`src/rtl/core/ksc_pkg.sv`:
```
// ----------------------------------------------------------------------------
// ksc_pkg
// Types and constants shared by the kinematic step block.
// ----------------------------------------------------------------------------
package ksc_pkg;

    localparam logic [1:0] OP_STEP     = 2'd0;
    localparam logic [1:0] OP_LOAD_VEL = 2'd1;
    localparam logic [1:0] OP_LOAD_ACC = 2'd2;
    localparam logic [1:0] OP_LOAD_POS = 2'd3;

    localparam logic REG_MAX_SPEED = 1'b0;
    localparam logic REG_MAX_ACCEL = 1'b1;

    localparam int CfgWidth = 31;

    typedef struct packed {
        logic [1:0]         operation;
        logic [15:0]        time_step;
        logic signed [31:0] vec_x;
        logic signed [31:0] vec_y;
        logic signed [31:0] vec_z;
    } ksc_in_t;

    typedef struct packed {
        logic signed [31:0] pos_x;
        logic signed [31:0] pos_y;
        logic signed [31:0] pos_z;
        logic signed [31:0] vel_x;
        logic signed [31:0] vel_y;
        logic signed [31:0] vel_z;
        logic               limited;
    } ksc_out_t;

    // datapath commands
    typedef enum logic [3:0] {
        CMD_NONE,
        CMD_LATCH,
        CMD_POS_UPD,
        CMD_VEL_UPD,
        CMD_SQ,
        CMD_SQRT,
        CMD_CMP,
        CMD_DIV,
        CMD_WRITE
    } ksc_cmd_e;

    typedef struct packed {
        ksc_cmd_e   cmd;
        logic [1:0] idx;
    } ksc_ctl_t;

    typedef struct packed {
        logic over;
        logic iter_done;
    } ksc_sts_t;

    // saturate a 41-bit sum to 32 bits
    function automatic logic signed [31:0] sat32(input logic signed [40:0] v);
        logic signed [31:0] r;
        if (v > 41'sh000_7FFF_FFFF) begin
            r = 32'sh7FFF_FFFF;
        end else if (v < -41'sh000_8000_0000) begin
            r = 32'sh8000_0000;
        end else begin
            r = v[31:0];
        end
        return r;
    endfunction

endpackage

```
`src/rtl/core/ksc_ctrl.sv`:
```
// ----------------------------------------------------------------------------
// ksc_ctrl
// Sequencer: latch word, update (step only), magnitude and scale (step and acceleration load), commit, present result.
// ----------------------------------------------------------------------------
module ksc_ctrl import ksc_pkg::*; (
    input  logic     aclk,
    input  logic     aresetn,
    input  logic     s_valid,
    output logic     s_ready,
    output logic     m_valid,
    input  logic     m_ready,
    input  logic [1:0] operation,
    input  ksc_sts_t sts,
    output ksc_ctl_t ctl
);

    typedef enum logic [3:0] {
        ST_IDLE, ST_POS, ST_VEL, ST_SQ, ST_SQRT, ST_CMP, ST_DIV, ST_WR, ST_OUT
    } state_t;

    state_t     state_reg;
    logic [1:0] idx_reg;
    logic       clamp_reg;

    assign s_ready = (state_reg == ST_IDLE);
    assign m_valid = (state_reg == ST_OUT);

    always_comb begin
        ctl.idx = idx_reg;
        case (state_reg)
            ST_IDLE: ctl.cmd = s_valid ? CMD_LATCH : CMD_NONE;
            ST_POS:  ctl.cmd = CMD_POS_UPD;
            ST_VEL:  ctl.cmd = CMD_VEL_UPD;
            ST_SQ:   ctl.cmd = CMD_SQ;
            ST_SQRT: ctl.cmd = CMD_SQRT;
            ST_CMP:  ctl.cmd = CMD_CMP;
            ST_DIV:  ctl.cmd = clamp_reg ? CMD_DIV : CMD_NONE;
            ST_WR:   ctl.cmd = CMD_WRITE;
            default: ctl.cmd = CMD_NONE;
        endcase
    end

    // advance the sequence
    always_ff @(posedge aclk) begin
        if (!aresetn) begin
            state_reg <= ST_IDLE;
            idx_reg   <= '0;
            clamp_reg <= 1'b0;
        end else begin
            case (state_reg)
                ST_IDLE: begin
                    if (s_valid) begin
                        idx_reg <= '0;
                        if (operation == OP_STEP) begin
                            state_reg <= ST_POS;
                        end else if (operation == OP_LOAD_ACC) begin
                            state_reg <= ST_SQ;
                        end else begin
                            state_reg <= ST_WR;
                            idx_reg   <= 2'd2;
                        end
                    end
                end
                ST_POS: begin
                    idx_reg <= (idx_reg == 2'd2) ? 2'd0 : idx_reg + 2'd1;
                    if (idx_reg == 2'd2) state_reg <= ST_VEL;
                end
                ST_VEL: begin
                    idx_reg <= (idx_reg == 2'd2) ? 2'd0 : idx_reg + 2'd1;
                    if (idx_reg == 2'd2) state_reg <= ST_SQ;
                end
                ST_SQ: begin
                    idx_reg <= (idx_reg == 2'd2) ? 2'd0 : idx_reg + 2'd1;
                    if (idx_reg == 2'd2) state_reg <= ST_SQRT;
                end
                ST_SQRT: begin
                    if (sts.iter_done) begin
                        state_reg <= ST_CMP;
                    end
                end
                ST_CMP: begin
                    clamp_reg <= sts.over;
                    state_reg <= ST_DIV;
                end
                ST_DIV: begin
                    if (!clamp_reg || sts.iter_done) begin
                        state_reg <= ST_WR;
                    end
                end
                ST_WR: begin
                    if (idx_reg == 2'd2) begin
                        state_reg <= ST_OUT;
                        clamp_reg <= 1'b0;
                    end else begin
                        idx_reg   <= idx_reg + 2'd1;
                        state_reg <= ST_CMP;
                    end
                end
                ST_OUT: begin
                    if (m_ready) begin
                        state_reg <= ST_IDLE;
                    end
                end
                default: state_reg <= ST_IDLE;
            endcase
        end
    end

endmodule

```
`config.mk`:
```
export PLATFORM = sky130hd
export DESIGN_NAME = ksc_ctrl
export DESIGN_NICKNAME = d
export VERILOG_FILES = /design/src/rtl/core/ksc_pkg.sv /design/src/rtl/core/ksc_ctrl.sv
export SDC_FILE = /design/constraint.sdc
export NUM_CORES = 1
export LEC_CHECK = 0
export BUFFER_PORTS_ARGS = -buffer_cell sky130_fd_sc_hd__buf_2
export CAP_MARGIN = 20
export CORE_ASPECT_RATIO = 0.7
export CORE_MARGIN = 10
export CORE_UTILIZATION = 30
export CTS_CLUSTER_SIZE = 14
export DETAILED_ROUTE_END_ITERATION = 6
export PLACE_DENSITY_LB_ADDON = 0.3
export SYNTH_ARGS = -nofsm -noshare
export SYNTH_HDL_FRONTEND = slang
export SYNTH_SLANG_ARGS = --single-unit
```
`constraint.sdc`:
```
create_clock -name aclk -period 1.4 [get_ports aclk]
set_clock_uncertainty 0.2 [all_clocks]
set_input_delay 0.21 -clock aclk [delete_from_list [all_inputs] [get_ports aclk]]
set_output_delay 0.21 -clock aclk [all_outputs]
set_load 0.02 [all_outputs]
```
==> metrics.md <==
| Metric | Value |
|---|---|
| CP top delay family | `simple AND/OR/NAND/NOR gates` |
| Syn Inst Count | `81` |
| Critical path's slowest cell | `dfxtp_4` |
| Pwr dens | `2170 mW/mm2` |
| R2r worst-path depth | `5` |
| HPWL Detailed | `1.73 mm` |
| Number of cell rows | `13` |
| Hold path endpoint | `state_reg[3]` |
| Post-synthesis sequential element count | `7` |
| Htree depth | `1` |
| Final hold vios | `0` |
| Sequential Area | `160 um2` |
| CP Cell Sequence | `or2_4, buf_6, nor3_4, buf_6` |
| Chip Width | `74.2 um` |
| Slew @ Worst Pin | `0.336 ns` |
| Hold Path Class | `in -> reg` |
| Delay of the slowest cell on the worst path | `0.38 ns` |
| # setup viols final | `12` |
| Vias | `805` |
| Mapped Avg Cell Area | `7.62 um2` |
| Fin. max-slew vios | `0` |
| Critical Path Start Type | `register` |
| Starting Density | `32.4%` |
| Synth top area share | `22.7%` |
| Max-cap violations | `0` |
| Worst reg2reg setup slack | `-0.26 ns` |
| Synth warn | `0` |
| Failing checks | `setup timing` |
| Crit path top cell by count | `buf_6` |
| Number of fill cells | `156` |
| Cell taking the most area after synthesis | `dfxtp_1` |
| Total grt overflow | `0` |
| RSZ-0062 raised after global routing | `yes` |
| Post-synthesis sequential area ratio | `22.7%` |
| Ant. Diodes | `0` |
| IO Count | `16` |
| Largest net degree at the start of global routing | `12` |
| Final WL | `2.43 mm` |
| Final net count | `140` |
| Root Buffer | `clkbuf_4` |
| Outcome | `finished with violations` |
| CTS tree | `done` |
| Clk_lat worst skew | `0.26 ns` |
| Crit share post-route | `126%` |
| Post-route ant nets | `0` |
| Synthesized area | `617 um2` |
| Post-route setup slack | `-0.358 ns` |
| Post-Place Worst Slack | `-0.124 ns` |
| Antenna violations before repair | `0` |
| Yosys cell types | `34` |
| CP Capture Type | `primary output` |
| Syn Nets | `92` |
| F_max | `569 MHz` |
| Reg-to-reg startpoint | `state_reg[1]` |
| Final Wtd Congestion | `0.865` |
| Crit-path max FO | `8` |
| Area of the multi-input gates | `611 um2` |
| Crit path required time | `0.99 ns` |
| Dpl cells | `136` |
| I/O Buffers | `15` |
| Critical path data arrival time | `1.35 ns` |
| First-pass GRT wire length | `4.00 mm` |
| Buf/Inv on CP | `2` |
| Die Y-Extent | `57.9 um` |
| Cts bufs inserted | `3` |
| Hold depth | `3` |
| Hold path startpoint | `m_ready` |
| Core box area | `0.00190 mm2` |
| Vias in the first global route | `850` |
| Worst r2r dst | `idx_reg[1]` |
| DR WL/cell | `16.2 um` |
| Reg clk slew, reported paths | `0.06 ns` |
| Total GRT Usage | `11.7%` |
| DR DRC count | `0` |
| Die ar. | `0.00430 mm2` |
| Via-per-instance ratio | `5.37` |
| Max FFs per register | `4` |
| Pre-Repair DR Iteration Count | `4` |
| Peak VDD IR | `1.21 mV` |
| Final design utilization | `65.4%` |
| Final min period | `1.76 ns` |
| Relative slew slack | `77.4%` |
| Fin cells | `150` |
| Area Overhead vs Synth | `102%` |
| Overall power | `2.70 mW` |
| Initial DRC count | `28` |
| Max Root-Sink Buffers | `2` |
| Leakage power | `0.529 nW` |
| Layout cells sized above 1 | `68.0%` |
| Crit Path Category | `reg -> out` |
| Synth top area cells | `dfxtp_1 23%, ha_1 6.1%, mux2i_1 4.9%` |
| # clock sinks | `7` |
## placed cells by master (no fill, tap or decap), types with 2 or more instances in the layout
master	count
buf_4	27
buf_6	10
buf_2	9
nand2_1	7
dfxtp_4	5
inv_1	3
o211ai_1	3
nor3_4	3
mux2i_1	3
nand2b_4	3
nor2_1	3
nand3b_1	3
clkbuf_4	3
inv_4	2
or2_4	2
nor3_1	2
a21oi_2	2
a21oi_1	2
o31ai_1	2
## logic make-up after synthesis
kind of cell,Yosys count,synth area share [%]
adders and majority gates,4,7.91
muxes,3,4.87
buffers and inverters,11,8.52
DFF,7,22.7
AOI/OAI and AO/OA,22,25.6
and+or+nand+nor,34,30.4
## power by group
part,total (mW),internal (mW),switching (mW)
combinational,2.11,1.09,1.02
clock,0.198,0.105,0.0925
sequential,0.400,0.300,0.100
total,2.70,1.49,1.21
## synthesized netlist by cell type
| cell type | count |
|---|---|
| nand2_1 | 8 |
| dfxtp_1 | 7 |
| nor3_1 | 6 |
| a21oi_1 | 5 |
| inv_1 | 4 |
| nand2b_1 | 4 |
| nor2_1 | 4 |
| buf_2 | 3 |
| ha_1 | 3 |
| mux2i_1 | 3 |
| nand3b_1 | 3 |
| o211ai_1 | 3 |
| a21boi_1 | 2 |
| buf_4 | 2 |
| inv_2 | 2 |
| nand3_1 | 2 |
| o31ai_1 | 2 |
| or2_1 | 2 |
| a2111oi_1 | 1 |
| a211oi_1 | 1 |
| a221oi_1 | 1 |
| a22oi_1 | 1 |
| a311oi_1 | 1 |
| and3_1 | 1 |
| and4b_1 | 1 |
| maj3_2 | 1 |
| nand4b_1 | 1 |
| nor2b_1 | 1 |
| o2111a_1 | 1 |
| o21ai_0 | 1 |
| o21ai_1 | 1 |
| o21ai_2 | 1 |
| o21bai_1 | 1 |
| or4_4 | 1 |
## how the worst max path moves through the flow
stage                             from            to  slack (ns)  cells past startpoint
final                     state_reg[1]       m_valid       -0.36                      4
after global routing      state_reg[2]        ctl[2]       -0.41                      4
after CTS                 state_reg[1]        ctl[2]       -0.32                      4
after detailed placement  state_reg[2]  state_reg[0]       -0.12                      4
after global placement    state_reg[1]        ctl[2]        -0.1                      4
after floorplan           state_reg[0]  state_reg[0]       -0.06                      3
## per-stage QoR
step                      setup TNS (ns)  hold slack (ns)  area (um2)
after floorplan                   -0.146            0.129         734
after global placement            -0.495            0.250         973
after detailed placement          -0.594            0.260         973
after CTS                          -2.58           0.0330        1150
after global routing               -3.60           0.0463        1240
final                              -2.83           0.0442        1240
## timing repair
action	CTS	global route
resized for setup	24	19
setup endpoints to repair	12	13
gates cloned	0	0
setup buffers	7	5
pin swaps	7	11
hold buffers	1	0
hold endpoints to repair	1	0
## routing by layer
layer	vias to the layer above	global-route usage (%)	part of all wire, %
met5	-	0	0
met4	0	6.10	1.8
li1	395	-	-
met1	375	14.8	47
met3	4	4.08	8.7
met2	31	16.9	43
## tightest hold or removal path: cells and delay by family
family / cells / cell delay [ns]
AND/OR/NAND/NOR: 1 / 0.12
AO/OA/AOI/OAI: 1 / 0.04
buffers and inverters: 1 / 0.10
## final cells by class
class,count,share of cell area [%]
multi-input combinational,63,49.1
timing repair buffer,48,31.4
sequential,7,12.9
inverter,6,2.21
tap,22,2.21
clock buffer,3,1.81
clock inverter,1,0.402
Note: power is estimated with default switching activity, not from simulation.
